**config.mk**
```make
export PLATFORM = sky130hd
export DESIGN_NAME = plane_offset_layout
export DESIGN_NICKNAME = d
export VERILOG_FILES = /design/src/pol_pkg.sv /design/src/plane_offset_layout.sv /design/src/pol_dp.sv /design/src/pol_seq.sv
export VERILOG_INCLUDE_DIRS = /design/src /design/src/src
export SDC_FILE = /design/constraint.sdc
export NUM_CORES = 1
export LEC_CHECK = 0
export BUFFER_PORTS_ARGS = -buffer_cell sky130_fd_sc_hd__buf_2
export CAP_MARGIN = 20
export CORE_AREA = 2 2 223 247
export DETAILED_ROUTE_END_ITERATION = 6
export DIE_AREA = 0 0 225 249
export PLACE_DENSITY = 0.79
export SLEW_MARGIN = 0
export SYNTH_ARGS = -nofsm -noshare
export SYNTH_HDL_FRONTEND = slang
export SYNTH_SLANG_ARGS = --single-unit
```
**constraint.sdc**
```tcl
create_clock -name clock -period 14.2 [get_ports clock]
set_input_delay 2.13 -clock clock [delete_from_list [all_inputs] [get_ports clock]]
set_output_delay 2.13 -clock clock [all_outputs]
set_load 0.02 [all_outputs]
```
**src/assert_macros.svh**
```systemverilog
// ----------------------------------------------------------------------------
// assert_macros.svh
// Assertion macros shared by the plane layout RTL. Every macro samples on the
// rising edge of clock and is disabled while reset is high.
// ----------------------------------------------------------------------------
`ifndef ASSERT_MACROS_SVH
`define ASSERT_MACROS_SVH

// The condition holds at every clock edge.
`define POL_ASSERT(label, cond, msg) \
   label: assert property (@(posedge clock) disable iff (reset) (cond)) else $error(msg);

// When the trigger holds, the condition holds at the next clock edge.
`define POL_ASSERT_NEXT(label, trig, cond, msg) \
   label: assert property (@(posedge clock) disable iff (reset) (trig) |=> (cond)) \
      else $error(msg);

`endif

```
**src/pol_pkg.sv**
```systemverilog
// ----------------------------------------------------------------------------
// pol_pkg
// Types, constants and codes shared by the plane offset layout modules.
// ----------------------------------------------------------------------------
package pol_pkg;

   localparam int WORD_W      = 64;
   localparam int GRAIN_BYTES = 64;
   localparam int MAX_PLANES  = 16;
   localparam int PLANES_W    = 5;
   localparam int ERR_W       = 3;
   localparam int STEP_W      = $clog2(WORD_W);
   localparam int REM_W       = $clog2(GRAIN_BYTES + 1);

   localparam logic [WORD_W-1:0] GRAIN_PAD  = WORD_W'(GRAIN_BYTES - 1);
   localparam logic [WORD_W-1:0] GRAIN_WORD = WORD_W'(GRAIN_BYTES);
   localparam bit GRAIN_IS_POW2 = ((GRAIN_BYTES & (GRAIN_BYTES - 1)) == 0);

   typedef enum logic [ERR_W-1:0] {
      ERR_NONE    = 3'd0,
      ERR_PLANES  = 3'd1,
      ERR_HEADER  = 3'd2,
      ERR_PRODUCT = 3'd3,
      ERR_ROUND   = 3'd4,
      ERR_SUM     = 3'd5
   } pol_err_type;

   // Operations of the shared adder datapath.
   typedef enum logic [3:0] {
      OP_IDLE,
      OP_LOAD,
      OP_HDR_PAD,
      OP_HDR_ROUND,
      OP_MUL_INIT,
      OP_MUL_STEP,
      OP_PAD,
      OP_MOD_STEP,
      OP_ROUND,
      OP_SUM
   } pol_op_type;

   typedef enum logic [3:0] {
      S_IDLE,
      S_HDR_PAD,
      S_HDR_MOD,
      S_HDR_ROUND,
      S_PLANE,
      S_MUL,
      S_PAD,
      S_MOD,
      S_ROUND,
      S_SUM,
      S_DONE
   } pol_state_type;

   typedef struct packed {
      logic [WORD_W-1:0] element_count;
      logic [WORD_W-1:0] element_size;
      logic              last_plane;
      logic              no_plane;
   } pol_req_type;

   typedef struct packed {
      logic [WORD_W-1:0] plane_offset;
      logic [WORD_W-1:0] running_total;
      logic [ERR_W-1:0]  error_code;
      logic              layout_done;
   } pol_rsp_type;

   // Datapath status seen by the sequencer.
   typedef struct packed {
      logic carry;
      logic mul_ovf;
      logic step_last;
   } pol_stat_type;

   // Sequencer request to load the result word.
   typedef struct packed {
      logic        load;
      pol_err_type err;
      logic        last;
   } pol_rsp_ctl_type;

endpackage

```
**src/plane_offset_layout.sv**
```systemverilog
// ----------------------------------------------------------------------------
// plane_offset_layout
// Computes grain-aligned plane offsets and the running block size of a layout.
// ----------------------------------------------------------------------------
// Each request word describes one plane (element count and element size) or,
// with no_plane set, no plane at all; last_plane closes the layout. The first
// word of a layout starts the total at csr header_bytes rounded up to the
// grain. Every word gets exactly one response word with the plane's offset,
// the running total, the first error of the layout and a copy of last_plane;
// offset and total read 0 once an error has occurred. The block works on one
// word at a time and raises req_stall while busy. Its speed is set by a
// single shared 64-bit adder that also serves as a bit-serial multiplier: a
// plane word runs the serial multiply of count by size, one step per bit,
// then pads, rounds and adds to the total. The first word of a layout first
// pads and rounds the header, and skips the rounding when the padded header
// would wrap. A word without a plane, or one arriving after an error or past
// the plane limit, skips the multiply and goes straight to its response.
// With a grain that is not a power of two, each rounding also runs a serial
// remainder through the same adder. A finished response sits
// in an output register, so the next request word is taken while that
// response still waits behind rsp_stall; the block only holds in its final
// state when a second response is ready and the register is still full.
// header_bytes may be written only while the block is idle and takes effect
// at the start of the next layout.
// ----------------------------------------------------------------------------
`include "assert_macros.svh"

module plane_offset_layout import pol_pkg::*; (
   input  logic              clock,
   input  logic              reset,
   input  logic              req_valid,
   output logic              req_stall,
   input  pol_req_type       req_data,
   output logic              rsp_valid,
   input  logic              rsp_stall,
   output pol_rsp_type       rsp_data,
   input  logic              csr_write_en,
   input  logic [WORD_W-1:0] csr_write_data
);

   logic [WORD_W-1:0] header_ff,    header_in;
   logic              rsp_valid_ff, rsp_valid_in;
   pol_rsp_type       rsp_data_ff,  rsp_data_in;

   pol_op_type        op;
   pol_stat_type      stat;
   pol_rsp_ctl_type   rsp_ctl;
   logic [WORD_W-1:0] offset;
   logic [WORD_W-1:0] total;
   logic              out_free;

   // The output register can take a new word when it is empty or being drained.
   assign out_free = !rsp_valid_ff || !rsp_stall;

   pol_seq u_seq (
      .clock     (clock),
      .reset     (reset),
      .req_valid (req_valid),
      .req_last  (req_data.last_plane),
      .req_none  (req_data.no_plane),
      .out_free  (out_free),
      .stat      (stat),
      .req_stall (req_stall),
      .op        (op),
      .rsp_ctl   (rsp_ctl)
   );

   pol_dp u_dp (
      .clock  (clock),
      .reset  (reset),
      .op     (op),
      .item   (req_data),
      .header (header_ff),
      .stat   (stat),
      .offset (offset),
      .total  (total)
   );

   always_comb begin
      header_in    = csr_write_en ? csr_write_data : header_ff;
      rsp_valid_in = rsp_valid_ff;
      rsp_data_in  = rsp_data_ff;
      if (rsp_ctl.load) begin
         rsp_valid_in = 1'b1;
         // After an error, offset and total both read zero.
         if (rsp_ctl.err != ERR_NONE) begin
            rsp_data_in.plane_offset  = '0;
            rsp_data_in.running_total = '0;
         end else begin
            rsp_data_in.plane_offset  = offset;
            rsp_data_in.running_total = total;
         end
         rsp_data_in.error_code  = rsp_ctl.err;
         rsp_data_in.layout_done = rsp_ctl.last;
      end else if (!rsp_stall) begin
         rsp_valid_in = 1'b0;
      end
   end

   always_ff @(posedge clock) begin
      if (reset) begin
         header_ff    <= '0;
         rsp_valid_ff <= 1'b0;
      end else begin
         header_ff    <= header_in;
         rsp_valid_ff <= rsp_valid_in;
      end
   end

   always_ff @(posedge clock) begin
      rsp_data_ff <= rsp_data_in;
   end

   assign rsp_valid = rsp_valid_ff;
   assign rsp_data  = rsp_data_ff;

   // A new response word is never written over one that is still stalled.
   `POL_ASSERT(a_no_overwrite, !(rsp_ctl.load && rsp_valid_ff && rsp_stall), "stalled word lost")

endmodule

```
**src/pol_dp.sv**
```systemverilog
// ----------------------------------------------------------------------------
// pol_dp
// Datapath around one shared 64-bit adder: serial multiply, grain padding,
// serial remainder, rounding and accumulation of the running total.
// ----------------------------------------------------------------------------
`include "assert_macros.svh"

module pol_dp import pol_pkg::*; (
   input  logic              clock,
   input  logic              reset,
   input  pol_op_type        op,
   input  pol_req_type       item,
   input  logic [WORD_W-1:0] header,
   output pol_stat_type      stat,
   output logic [WORD_W-1:0] offset,
   output logic [WORD_W-1:0] total
);

   logic [WORD_W-1:0] acc_ff,    acc_in;
   logic [WORD_W-1:0] total_ff,  total_in;
   logic [WORD_W-1:0] offset_ff, offset_in;
   logic [WORD_W-1:0] mcand_ff,  mcand_in;
   logic [WORD_W-1:0] mplier_ff, mplier_in;
   logic [REM_W-1:0]  rem_ff,    rem_in;
   logic [STEP_W-1:0] cnt_ff,    cnt_in;
   logic              ovf_ff,    ovf_in;

   logic [WORD_W-1:0] a_op;
   logic [WORD_W-1:0] b_op;
   logic              cin;
   logic [WORD_W:0]   sum;
   logic [REM_W:0]    rem_shift;
   logic [WORD_W-1:0] rem_sel;
   logic              mul_ovf;

   // Remainder bit-serial, most significant bit of the padded value first.
   assign rem_shift = {rem_ff, acc_ff[~cnt_ff]};
   assign rem_sel   = GRAIN_IS_POW2 ? (acc_ff & GRAIN_PAD) : WORD_W'(rem_ff);

   always_comb begin
      a_op = '0;
      b_op = '0;
      cin  = 1'b0;
      case (op)
         OP_HDR_PAD: begin
            a_op = header;
            b_op = GRAIN_PAD;
         end
         OP_MUL_STEP: begin
            a_op = {acc_ff[WORD_W-2:0], 1'b0};
            b_op = mplier_ff[WORD_W-1] ? mcand_ff : '0;
         end
         OP_PAD: begin
            a_op = acc_ff;
            b_op = GRAIN_PAD;
         end
         OP_MOD_STEP: begin
            a_op = WORD_W'(rem_shift);
            b_op = ~GRAIN_WORD;
            cin  = 1'b1;
         end
         OP_HDR_ROUND, OP_ROUND: begin
            a_op = acc_ff;
            b_op = ~rem_sel;
            cin  = 1'b1;
         end
         OP_SUM: begin
            a_op = total_ff;
            b_op = acc_ff;
         end
         default: begin
            a_op = '0;
         end
      endcase
   end

   assign sum     = {1'b0, a_op} + {1'b0, b_op} + (WORD_W+1)'(cin);
   assign mul_ovf = ovf_ff | acc_ff[WORD_W-1] | sum[WORD_W];

   always_comb begin
      acc_in    = acc_ff;
      total_in  = total_ff;
      offset_in = offset_ff;
      mcand_in  = mcand_ff;
      mplier_in = mplier_ff;
      rem_in    = rem_ff;
      cnt_in    = cnt_ff;
      ovf_in    = ovf_ff;
      case (op)
         OP_LOAD: begin
            mplier_in = item.element_count;
            mcand_in  = item.element_size;
            offset_in = '0;
         end
         OP_HDR_PAD, OP_PAD: begin
            acc_in = sum[WORD_W-1:0];
            rem_in = '0;
            cnt_in = '0;
         end
         OP_MOD_STEP: begin
            // A carry out means the shifted remainder reached the grain.
            rem_in = sum[WORD_W] ? sum[REM_W-1:0] : rem_shift[REM_W-1:0];
            cnt_in = cnt_ff + 1'b1;
         end
         OP_HDR_ROUND: begin
            total_in = sum[WORD_W-1:0];
         end
         OP_MUL_INIT: begin
            acc_in = '0;
            ovf_in = 1'b0;
            cnt_in = '0;
         end
         OP_MUL_STEP: begin
            acc_in    = sum[WORD_W-1:0];
            ovf_in    = mul_ovf;
            mplier_in = {mplier_ff[WORD_W-2:0], 1'b0};
            cnt_in    = cnt_ff + 1'b1;
         end
         OP_ROUND: begin
            acc_in = sum[WORD_W-1:0];
         end
         OP_SUM: begin
            if (!sum[WORD_W]) begin
               offset_in = total_ff;
               total_in  = sum[WORD_W-1:0];
            end
         end
         default: begin
            acc_in = acc_ff;
         end
      endcase
   end

   always_ff @(posedge clock) begin
      acc_ff    <= acc_in;
      total_ff  <= total_in;
      offset_ff <= offset_in;
      mcand_ff  <= mcand_in;
      mplier_ff <= mplier_in;
      rem_ff    <= rem_in;
      cnt_ff    <= cnt_in;
      ovf_ff    <= ovf_in;
   end

   assign stat.carry     = sum[WORD_W];
   assign stat.mul_ovf   = mul_ovf;
   assign stat.step_last = (cnt_ff == STEP_W'(WORD_W - 1));
   assign offset         = offset_ff;
   assign total          = total_ff;

   // Once the product has overflowed, later steps must not lose that fact.
   `POL_ASSERT_NEXT(a_ovf_sticky, (op == OP_MUL_STEP) && ovf_ff, ovf_ff, "multiply overflow lost")

endmodule

```
**src/pol_seq.sv**
```systemverilog
// ----------------------------------------------------------------------------
// pol_seq
// Sequencer for the plane layout: steps the shared datapath through header
// rounding, serial multiply, rounding and accumulation, and tracks the layout.
// ----------------------------------------------------------------------------
`include "assert_macros.svh"

module pol_seq import pol_pkg::*; (
   input  logic            clock,
   input  logic            reset,
   input  logic            req_valid,
   input  logic            req_last,
   input  logic            req_none,
   input  logic            out_free,
   input  pol_stat_type    stat,
   output logic            req_stall,
   output pol_op_type      op,
   output pol_rsp_ctl_type rsp_ctl
);

   pol_state_type        state_ff,     state_in;
   logic                 in_layout_ff, in_layout_in;
   logic [PLANES_W-1:0]  planes_ff,    planes_in;
   pol_err_type          err_ff,       err_in;
   logic                 last_ff,      last_in;
   logic                 none_ff,      none_in;
   logic                 planes_full;

   assign planes_full = (planes_ff >= PLANES_W'(MAX_PLANES));

   // Next state.
   always_comb begin
      state_in = state_ff;
      case (state_ff)
         S_IDLE: begin
            if (req_valid) begin
               state_in = in_layout_ff ? S_PLANE : S_HDR_PAD;
            end
         end
         S_HDR_PAD: begin
            if (stat.carry) begin
               state_in = S_PLANE;
            end else begin
               state_in = GRAIN_IS_POW2 ? S_HDR_ROUND : S_HDR_MOD;
            end
         end
         S_HDR_MOD: begin
            if (stat.step_last) begin
               state_in = S_HDR_ROUND;
            end
         end
         S_HDR_ROUND: begin
            state_in = S_PLANE;
         end
         S_PLANE: begin
            if (none_ff || (err_ff != ERR_NONE) || planes_full) begin
               state_in = S_DONE;
            end else begin
               state_in = S_MUL;
            end
         end
         S_MUL: begin
            if (stat.step_last) begin
               state_in = stat.mul_ovf ? S_DONE : S_PAD;
            end
         end
         S_PAD: begin
            if (stat.carry) begin
               state_in = S_DONE;
            end else begin
               state_in = GRAIN_IS_POW2 ? S_ROUND : S_MOD;
            end
         end
         S_MOD: begin
            if (stat.step_last) begin
               state_in = S_ROUND;
            end
         end
         S_ROUND: begin
            state_in = S_SUM;
         end
         S_SUM: begin
            state_in = S_DONE;
         end
         S_DONE: begin
            if (out_free) begin
               state_in = S_IDLE;
            end
         end
         default: begin
            state_in = S_IDLE;
         end
      endcase
   end

   // Datapath operation and handshake outputs.
   always_comb begin
      op = OP_IDLE;
      case (state_ff)
         S_IDLE:      op = req_valid ? OP_LOAD : OP_IDLE;
         S_HDR_PAD:   op = OP_HDR_PAD;
         S_HDR_MOD:   op = OP_MOD_STEP;
         S_HDR_ROUND: op = OP_HDR_ROUND;
         S_PLANE:     op = OP_MUL_INIT;
         S_MUL:       op = OP_MUL_STEP;
         S_PAD:       op = OP_PAD;
         S_MOD:       op = OP_MOD_STEP;
         S_ROUND:     op = OP_ROUND;
         S_SUM:       op = OP_SUM;
         default:     op = OP_IDLE;
      endcase
      req_stall    = (state_ff != S_IDLE);
      rsp_ctl.load = (state_ff == S_DONE) && out_free;
      rsp_ctl.err  = err_ff;
      rsp_ctl.last = last_ff;
   end

   // Layout bookkeeping.
   always_comb begin
      in_layout_in = in_layout_ff;
      planes_in    = planes_ff;
      err_in       = err_ff;
      last_in      = last_ff;
      none_in      = none_ff;
      case (state_ff)
         S_IDLE: begin
            if (req_valid) begin
               last_in = req_last;
               none_in = req_none;
               if (!in_layout_ff) begin
                  in_layout_in = 1'b1;
                  planes_in    = '0;
                  err_in       = ERR_NONE;
               end
            end
         end
         S_HDR_PAD: begin
            if (stat.carry) begin
               err_in = ERR_HEADER;
            end
         end
         S_PLANE: begin
            if (!none_ff && (err_ff == ERR_NONE) && planes_full) begin
               err_in = ERR_PLANES;
            end
         end
         S_MUL: begin
            if (stat.step_last && stat.mul_ovf) begin
               err_in = ERR_PRODUCT;
            end
         end
         S_PAD: begin
            if (stat.carry) begin
               err_in = ERR_ROUND;
            end
         end
         S_SUM: begin
            if (stat.carry) begin
               err_in = ERR_SUM;
            end else begin
               planes_in = planes_ff + 1'b1;
            end
         end
         S_DONE: begin
            if (out_free && last_ff) begin
               in_layout_in = 1'b0;
            end
         end
         default: begin
            err_in = err_ff;
         end
      endcase
   end

   always_ff @(posedge clock) begin
      if (reset) begin
         state_ff     <= S_IDLE;
         in_layout_ff <= 1'b0;
         planes_ff    <= '0;
         err_ff       <= ERR_NONE;
         last_ff      <= 1'b0;
         none_ff      <= 1'b0;
      end else begin
         state_ff     <= state_in;
         in_layout_ff <= in_layout_in;
         planes_ff    <= planes_in;
         err_ff       <= err_in;
         last_ff      <= last_in;
         none_ff      <= none_in;
      end
   end

   // An error stays put for the rest of its layout.
   `POL_ASSERT_NEXT(a_err_sticky, (err_ff != ERR_NONE) && in_layout_ff, err_ff == $past(err_ff), "error code changed inside a layout")
   // The plane count never passes the limit.
   `POL_ASSERT(a_planes_bound, planes_ff <= PLANES_W'(MAX_PLANES), "plane count above limit")

endmodule

```
==> impl_metrics.yaml, run 1 <==
status:
  status: "finished, final reports clean"
detailed_routing:
  m1WireLength_um: 29800
  wl_met2_um: 34000
  dr.max_layer_used: "met5"
  drc_errors: 0
  vias_per_cell: 5.86
  vias: 19300
  antenna_left: 0
  wl_um: 71400
  dr.first_iter.drc_count: 1674
  drt_first_pass_iters: 5
  wl_met3_um: 5140
  routedWlPerCell_um: 21.7
timing:
  finalHoldViolations: 0
  fin_hold_ws_ps: 504
  rsz0062_at_grt: "false"
  period_share_pct: 47.9
  fmax_mhz: 147
  slew_violations: 0
  finalSetupViolCount: 0
  finalCriticalPeriod_ps: 6800
  setup_tns_ps: 0
  tightest_slew_ps: 1040
  relSlewSlack_pct: 30.4
  fin_skew_ps: 27.6
synthesis:
  yosys_warnings: 0
  ys_seq_elements: 546
  netlist.area_leader.share_pct: 53.0
  synth_largest_area_cell: "edfxtp_1"
  synth_top_family_by_area: "simple AND/OR/NAND/NOR gates"
  syn_area_um2: 26400
  synth_edf_count: 466
  ys_types: 80
  seq_area_frac_synth_pct: 59.0
  async_reset_ff_share_pct: 0
  synth.avg_cell_area_um2: 11.6
  synth-compound-area-share_pct: 11.6
  synth_cells: 2284
  ys.flop_type: "edfxtp_1"
  synthAdderAreaFrac_pct: 3.23
  netlist_top_cells_area: "edfxtp_1 (53%), and2_1 (6.1%), dfxtp_1 (6.1%)"
  syn-num-nets: 2550
  synthMuxAreaShare_pct: 4.79
  synthSimpleGateAreaFrac_pct: 16.9
  synth_xor_area_share_pct: 2.09
final_layout:
  final_cell_mix: "edfxtp_1 (466), nand2_1 (391), buf_2 (331), and2_1 (256), nor2_1 (149)"
  drive_above_1_share_pct: 19.4
  finalNetCount: 2824
  register_area_um2: 15600
  fillers: 4368
  final_common_cell: "edfxtp_1"
  syn2layout_area_growth_pct: 15.5
  multi_input_area_um2: 10300
setup_path:
  path_cells: "and3_4 > buf_4 > and2_1 > a21o_1 > a221oi_1 > fa_1 > fa_1 > nor2b_1 > o211ai_1 > a211oi_2 > o2111ai_2 > nor2_2 > o41ai_4 > nand3_2 > nand2_2 > buf_4"
  cp_data_arrival_time_ps: 7080
  endpoint_kind: "flip-flop"
  crit_slowest_cell: "dfxtp_1"
  setup.worst_path.class: "flip-flop to flip-flop"
  critPathRequiredTime_ps: 14480
  critPathLaunchType: "flip-flop"
  cp_max_fo: 72
  max_stage_delay_ps: 970
grt:
  grt_max_degree: 129
  grt_usage_pct: 25.0
  grt_pass1_wl_um: 109000
  grt_pass1_vias: 19200
  gr-total-overflow: 0
  antenna_found_initial: 5
die:
  start_util_pct: 49.5
  die-area_um2: 56000
  num_rows: 89
  fp.dieW_um: 225
  ioPinCount: 333
  coreArea_um2: 53300
  die_y_um: 249
placement:
  hpwl_um: 49600
  place_congestion: 0.971
  port_buffers: 332
pwr:
  powerDensity_nw_per_um2: 202
  peakVddDrop_mv: 0.121
  p_leak_nw: 12.1
clocking:
  holdBufCountCts: 0
  clkLatencyLatePin_ps: 620
  cts_tree: "built"
  clkSlewWorstSetupHoldPaths_ps: 60
  post_cts.repair.setup_buffers: 0
  cts_inserted_buffers: 53
  cts_resized: 0
  clockBufferDepth: 3
  htree_levels: 2
  cts.sinks: 546
  cts_root_buf: "clkbuf_16"
run:
  cap_violations: 0
hold_path:
  hold_class: "flip-flop to flip-flop"
-- synthesized netlist by cell type, types with 6 or more instances --
cell type  number
o21ai_1        11
o21bai_1       10
or3_1           9
a221o_1        58
inv_1          17
a221oi_1       67
nand2b_1       12
and3_1          6
nand3_1        31
clkbuf_1      116
buf_1          13
dfxtp_1        80
edfxtp_1      466
and2_1        257
nor3_1         16
mux4_2         21
o31ai_1         8
ha_1           65
o21ai_0        42
nor2b_1        12
xnor2_1        36
o211ai_1       12
or2_2           6
mux2i_1        77
nor2_1        150
a21o_1         26
nor4_1          7
a21oi_1       101
nand2_1       394
xor2_1         27
a31oi_1        10
o21a_1         13
nand4_1        17
-- registers in the layout, indices dropped and copies added (netlist names), 3 cells and up --
name             flops
header_ff           64
u_seq.planes_ff      5
u_dp.mplier_ff      64
u_seq.err_ff         3
u_dp.mcand_ff       64
u_dp.rem_ff          7
u_dp.acc_ff         64
u_dp.cnt_ff          6
u_seq.state_ff       4
u_dp.total          64
u_dp.offset         64
rsp_data           132
-- stage by stage --
step | cells | worst slack, ps | power (mW) | utilization, % | area, um^2
2_1_floorplan | 2284 | 4810 | 4.05 | - | 26400
3_3_place_gp | 3184 | 7550 | 4.63 | 53.7 | 28700
3_5_place_dp | 3184 | 7380 | 4.67 | 53.7 | 28700
4_1_cts | 3284 | 7390 | 6.17 | 57.2 | 30500
5_1_grt | 3286 | 6900 | 6.49 | 57.2 | 30500
6_report | 3286 | 7400 | 6.17 | 57.2 | 30500
-- where the power goes --
part	internal, mW	switching (mW)
Combinational	0.771	1.31
Clock	0.864	0.620
Sequential	2.32	0.286
-- routing by layer --
layer	GRT usage, %	vias up
met3	4.80	144
li1	-	8963
met2	41.0	811
met1	33.2	9341
met5	0	-
met4	8.72	8
-- worst paths after layout --
check,start,end,slack [ps],cells past startpoint
worst max-delay path,u_seq.state_ff[3],u_dp.offset[13],7400,16
worst max register to register,u_seq.state_ff[3],u_dp.offset[13],7400,16
worst min register to register,u_seq.last_ff,u_seq.last_ff,500,2
worst min-delay path,u_seq.last_ff,u_seq.last_ff,500,2
-- area by class of cell --
class	instances	share of cell area, %
Tap cell	682	2.80
Sequential cell	546	51.1
Inverter	18	0.221
Clock inverter	29	1.16
Clock buffer	71	4.84
Timing Repair Buffer	357	6.13
Multi-Input combinational cell	1582	33.7
Antenna cell	1	0.00820
-- logic make-up after synthesis --
logic type      count (synthesis)
fa+ha+maj                      67
simple gates                  937
flops                         546
compound gates                415
mux                           100
xor+xnor                       63
buf+inv                       156
-- critical path, delay by kind of cell (launching register included) --
| family | cells | cell delay, ps |
|---|---|---|
| and+or+nand+nor | 6 | 2140 |
| buffers and inverters | 2 | 1210 |
| DFF | 1 | 970 |
| adders and majority gates | 2 | 920 |
| AOI/OAI and AO/OA | 6 | 1060 |
Power figures use the tool's default switching activity.
==> run 2: changes to the inputs <==
ABC_AREA = 1   (was not set)
CORE_AREA = 2 2 228 253   (was 2 2 223 247)
DIE_AREA = 0 0 230 255   (was 0 0 225 249)
clock period = 6.7 ns   (was 14.2 ns; I/O delays follow)
==> impl_metrics.yaml, run 2 <==
grt:
  grt_max_degree: 84
  grt_pass1_vias: 22400
  antenna_found_initial: 3
  grt_pass1_wl_um: 129000
  gr-total-overflow: 0
  grt_usage_pct: 28.6
timing:
  period_share_pct: 79.3
  fmax_mhz: 188
  slew_violations: 0
  finalCriticalPeriod_ps: 5310
  fin_hold_ws_ps: 459
  layout_setup_ws_ps: 1390
  tightest_slew_ps: 1040
  rsz0062_at_grt: "false"
  fin_skew_ps: 20.2
  finalHoldViolations: 0
  relSlewSlack_pct: 30.6
  finalSetupViolCount: 0
  setup_tns_ps: 0
clocking:
  holdBufCountCts: 0
  cts_root_buf: "clkbuf_16"
  cts_inserted_buffers: 55
  cts_resized: 0
  cts_tree: "built"
  clkLatencyLatePin_ps: 610
  clkSlewWorstSetupHoldPaths_ps: 60
  htree_levels: 2
  cts.sinks: 546
  clockBufferDepth: 3
  post_cts.repair.setup_buffers: 0
detailed_routing:
  wl_um: 86300
  drt_first_pass_iters: 6
  dr.first_iter.drc_count: 2364
  routedWlPerCell_um: 20.7
  drc_errors: 0
  antenna_left: 0
  vias: 23000
  vias_per_cell: 5.51
setup_path:
  cp_data_arrival_time_ps: 5600
  endpoint_kind: "flip-flop"
  rr_worst_depth: 24
  cp_max_fo: 34
  setup.worst_path.class: "flip-flop to flip-flop"
  critPathLaunchType: "flip-flop"
  critPathRequiredTime_ps: 6990
final_layout:
  final_common_cell: "nand2_1"
  final_util_pct: 56.7
  finalNetCount: 3631
  drive_above_1_share_pct: 16.6
  fillers: 4969
  final_cell_mix: "nand2_1 (566), nor2_1 (524), edfxtp_1 (466), inv_1 (366), buf_2 (332)"
  largest_reg_flops: 132
  syn2layout_area_growth_pct: 15.0
  final_area_um2: 32000
die:
  fp.dieW_um: 230
  die_y_um: 255
  die-area_um2: 58700
  coreArea_um2: 56400
  num_rows: 92
  start_util_pct: 49.3
  ioPinCount: 333
synthesis:
  ys_seq_elements: 546
  netlist.area_leader.share_pct: 50.3
  synth_cells: 3071
  synthAdderAreaFrac_pct: 3.07
  yosys_warnings: 0
  ys.flop_type: "edfxtp_1"
  synth_xor_area_share_pct: 1.94
  netlist_top_cells_area: "edfxtp_1 (50%), nand2_1 (7.7%), nor2_1 (7.1%)"
  synth_commonest_cells: "nand2_1 (569), nor2_1 (527), edfxtp_1 (466), inv_1 (367), a21oi_1 (183)"
  synth.avg_cell_area_um2: 9.06
  synthSimpleGateAreaFrac_pct: 20.5
  synth_edf_count: 466
  synth_top_family_by_area: "simple AND/OR/NAND/NOR gates"
  yosysMostFrequentCell: "nand2_1"
  synthMuxAreaShare_pct: 0
  syn-num-nets: 3337
  ys_types: 62
  syn_area_um2: 27800
  seq_area_frac_synth_pct: 56.1
  synth-compound-area-share_pct: 11.1
  async_reset_ff_share_pct: 0
  synth_largest_area_cell: "edfxtp_1"
placement:
  place_area_um2: 30200
  place_congestion: 1.02
  hpwl_um: 62800
  port_buffers: 332
  post-place-ws_ps: 1500
pwr:
  peakVddDrop_mv: 0.356
  p_leak_nw: 13.7
  powerDensity_nw_per_um2: 438
hold_path:
  hold_depth: 0
  hold_class: "flip-flop to flip-flop"
status:
  status: "finished, final reports clean"
run:
  cap_violations: 0
==> run 2: path summary, 6_finish.rpt <==
path                                        start         endpoint  slack [ps]
worst max-delay path            u_seq.state_ff[2]  u_dp.offset[29]        1390
worst max register to register  u_seq.state_ff[2]  u_dp.offset[29]        1390
worst min-delay path                u_seq.last_ff      rsp_data[0]         460
worst min register to register      u_seq.last_ff      rsp_data[0]         460
==> run 2: area by class of cell <==
class	instances	area, um^2	area share [%]
clock buffer	77	1560	4.89
clock inverter	25	205	0.642
tap	752	941	2.94
antenna	3	7.51	0.0235
multi-input combinational	2008	10300	32.1
timing repair buffer	362	1940	6.06
inverter	392	1470	4.61
sequential	546	15600	48.8
==> run 2: critical path, cell delays in order, from the launching register on <==
cell and delay, ps:
dfxtp_1 520, nor2_1 180, nand2_4 380, inv_2 420
nor3_2 250, nand3_1 110, nand2_1 300, inv_2 140
o211ai_1 110, a21oi_1 80, fa_1 490, fa_1 370
inv_1 80, nand2_1 70, nand2_1 80, nand3_1 80
nand2_2 110, nand2_1 50, nand2_1 150, nand2_2 90
nand2_4 110, nand2_4 100, nand2_4 250, o21ai_4 80
buf_4 290
==> run 2: metrics by stage <==
| step | total power [mW] | std cells |
|---|---|---|
| finish | 14.0 | 4165 |
| global route | 14.8 | 4164 |
| CTS | 13.9 | 4160 |
| detailed placement | 10.9 | 4058 |
| global placement | 10.8 | 4058 |
| floorplan | 9.18 | 3071 |
==> run 2: cell families (layout without fill, tap and decap cells) <==
family          after synthesis  count (layout)
simple gates               1361            1361
flops                       546             546
compound gates              521             521
buf+inv                     517             856
fa+ha+maj                    67              67
xor+xnor                     59              59
other cells                   0               3
==> run 2: where the power goes <==
part           leakage, nW  internal (mW)  switching (mW)  total, mW
sequential            5.06           5.06           0.475       5.54
combinational         7.75           1.51            3.92       5.44
clock                0.865           1.71            1.32       3.03
total                 13.7           8.29            5.72       14.0
==> run 2: layer usage <==
layer  GRT usage, %  part of all wire [%]
met1           36.8                    41
met2           49.4                    49
met3           3.84                   6.6
met4           10.6                   3.5
met5              0                     0
==> run 3: changes to the inputs <==
clock period = 5.6 ns   (was 6.7 ns; I/O delays follow)
==> impl_metrics.yaml, run 3 (synthesis results as in run 2) <==
hold_path:
  hold_class: "input pin to flip-flop"
  hold_depth: 1
  min_to: "u_dp.mcand_ff[34]"
  hp-start: "req_data[36]"
final_layout:
  fillers: 4971
  largest_reg_flops: 132
  final_area_um2: 32600
  drive_above_1_share_pct: 17.9
  finalNetCount: 3678
  final_cells: 4215
  final_cell_mix: "nand2_1 (566), nor2_1 (524), edfxtp_1 (466), inv_1 (366), buf_2 (332)"
  final_common_cell: "nand2_1"
  syn2layout_area_growth_pct: 17.3
  final_util_pct: 57.9
timing:
  finalHoldViolations: 0
  fin_skew_ps: 27.9
  tightest_slew_ps: 1010
  layout_setup_ws_ps: 933
  rsz0062_at_grt: "false"
  period_share_pct: 83.3
  slew_violations: 0
  finalSetupViolCount: 0
  fmax_mhz: 214
  relSlewSlack_pct: 33.0
  finalCriticalPeriod_ps: 4670
die:
  ioPinCount: 333
  num_rows: 92
  coreArea_um2: 56400
  start_util_pct: 49.3
  fp.dieW_um: 230
  die-area_um2: 58700
  die_y_um: 255
clocking:
  cts_tree: "built"
  clockBufferDepth: 3
  holdBufCountCts: 0
  cts.sinks: 546
  htree_levels: 2
  cts_inserted_buffers: 56
  post_cts.repair.setup_buffers: 0
  cts_root_buf: "clkbuf_16"
  clkSlewWorstSetupHoldPaths_ps: 60
  clkLatencyLatePin_ps: 620
  cts_resized: 0
grt:
  antenna_found_initial: 2
  grt_usage_pct: 28.5
  grt_max_degree: 103
  grt_pass1_vias: 22500
  grt_pass1_wl_um: 128000
  gr-total-overflow: 0
pwr:
  powerDensity_nw_per_um2: 533
  p_leak_nw: 14.1
  peakVddDrop_mv: 0.283
  power.total_mw: 17.4
placement:
  port_buffers: 332
  place_congestion: 1.02
  place_area_um2: 30600
  hpwl_um: 62800
  post-place-ws_ps: 1040
  place_inst: 4105
setup_path:
  cp_max_fo: 29
  rr_endpoint: "u_dp.total[0]"
  cp_data_arrival_time_ps: 4960
  critPathRequiredTime_ps: 5890
  r2r_start: "u_seq.state_ff[3]"
  setup.worst_path.class: "flip-flop to flip-flop"
  critPathLaunchType: "flip-flop"
  endpoint_kind: "flip-flop"
  rr_worst_depth: 22
  r2r_setup_slack_ps: 930
detailed_routing:
  drc_errors: 0
  dr.first_iter.drc_count: 2311
  vias: 23100
  antenna_left: 0
  drt_first_pass_iters: 5
  routedWlPerCell_um: 20.4
  vias_per_cell: 5.49
  wl_um: 86100
run:
  cap_violations: 0
status:
  status: "finished, final reports clean"
## run 3: worst max-delay path by stage
stage / from / endpoint / cells after the start
finish: u_seq.state_ff[3] / u_dp.total[0] / 22
global placement: u_seq.state_ff[3] / u_dp.offset[30] / 22
floorplan: req_valid / u_dp.offset[0] / 24
global route: u_seq.state_ff[3] / u_dp.offset[17] / 22
CTS: u_seq.state_ff[2] / u_dp.total[43] / 21
detailed placement: u_seq.state_ff[2] / u_dp.offset[30] / 21
## run 3: layer usage
metal  wire (um)  up-vias  GRT usage, %
met2       42500      991          49.0
met1       34500    11000          36.4
met4        3400        0          11.4
met5           0        -             0
met3        5690      193          4.07
li1            -    10900             -
## run 3: cell type report
type / instances / area (um^2) / share of cell area (%)
Antenna cell: 3 / 7.51 / 0.0230
Clock buffer: 80 / 1620 / 4.97
Clock inverter: 26 / 383 / 1.17
Inverter: 392 / 1470 / 4.52
Multi-Input combinational cell: 2008 / 10300 / 31.4
Sequential cell: 546 / 15600 / 47.8
Tap cell: 752 / 941 / 2.88
Timing Repair Buffer: 408 / 2350 / 7.21
## run 3: worst max-delay path, cell delays in order (launching register included)
cell and delay [ps]:
dfxtp_1 400, inv_1 60, nor2_1 240, nand2_1 130, nor2_2 210, nor2_4 90
inv_2 140, nor2_4 50, inv_2 530, buf_4 330, a21oi_1 90, o211ai_1 100
ha_1 320, nand2_2 100, inv_1 50, a21oi_2 240, nand2_1 120, nand2_1 70
nand2_1 100, a21oi_4 250, nand2_4 160, o21ai_4 260, buf_12 240
## run 3: per-stage QoR
step           hold WS [ps]  TNS (ps)
6_report                401         0
5_1_grt                 383         0
4_1_cts                 374         0
3_5_place_dp            451         0
3_3_place_gp            447         0
2_1_floorplan           426    -81300
## run 3: report_power, final
part           switching (mW)  internal [mW]  total, mW
clock network            1.61           2.44       4.04
registers               0.522           6.06       6.58
logic                    4.83           1.94       6.77
total                    6.95           10.4       17.4
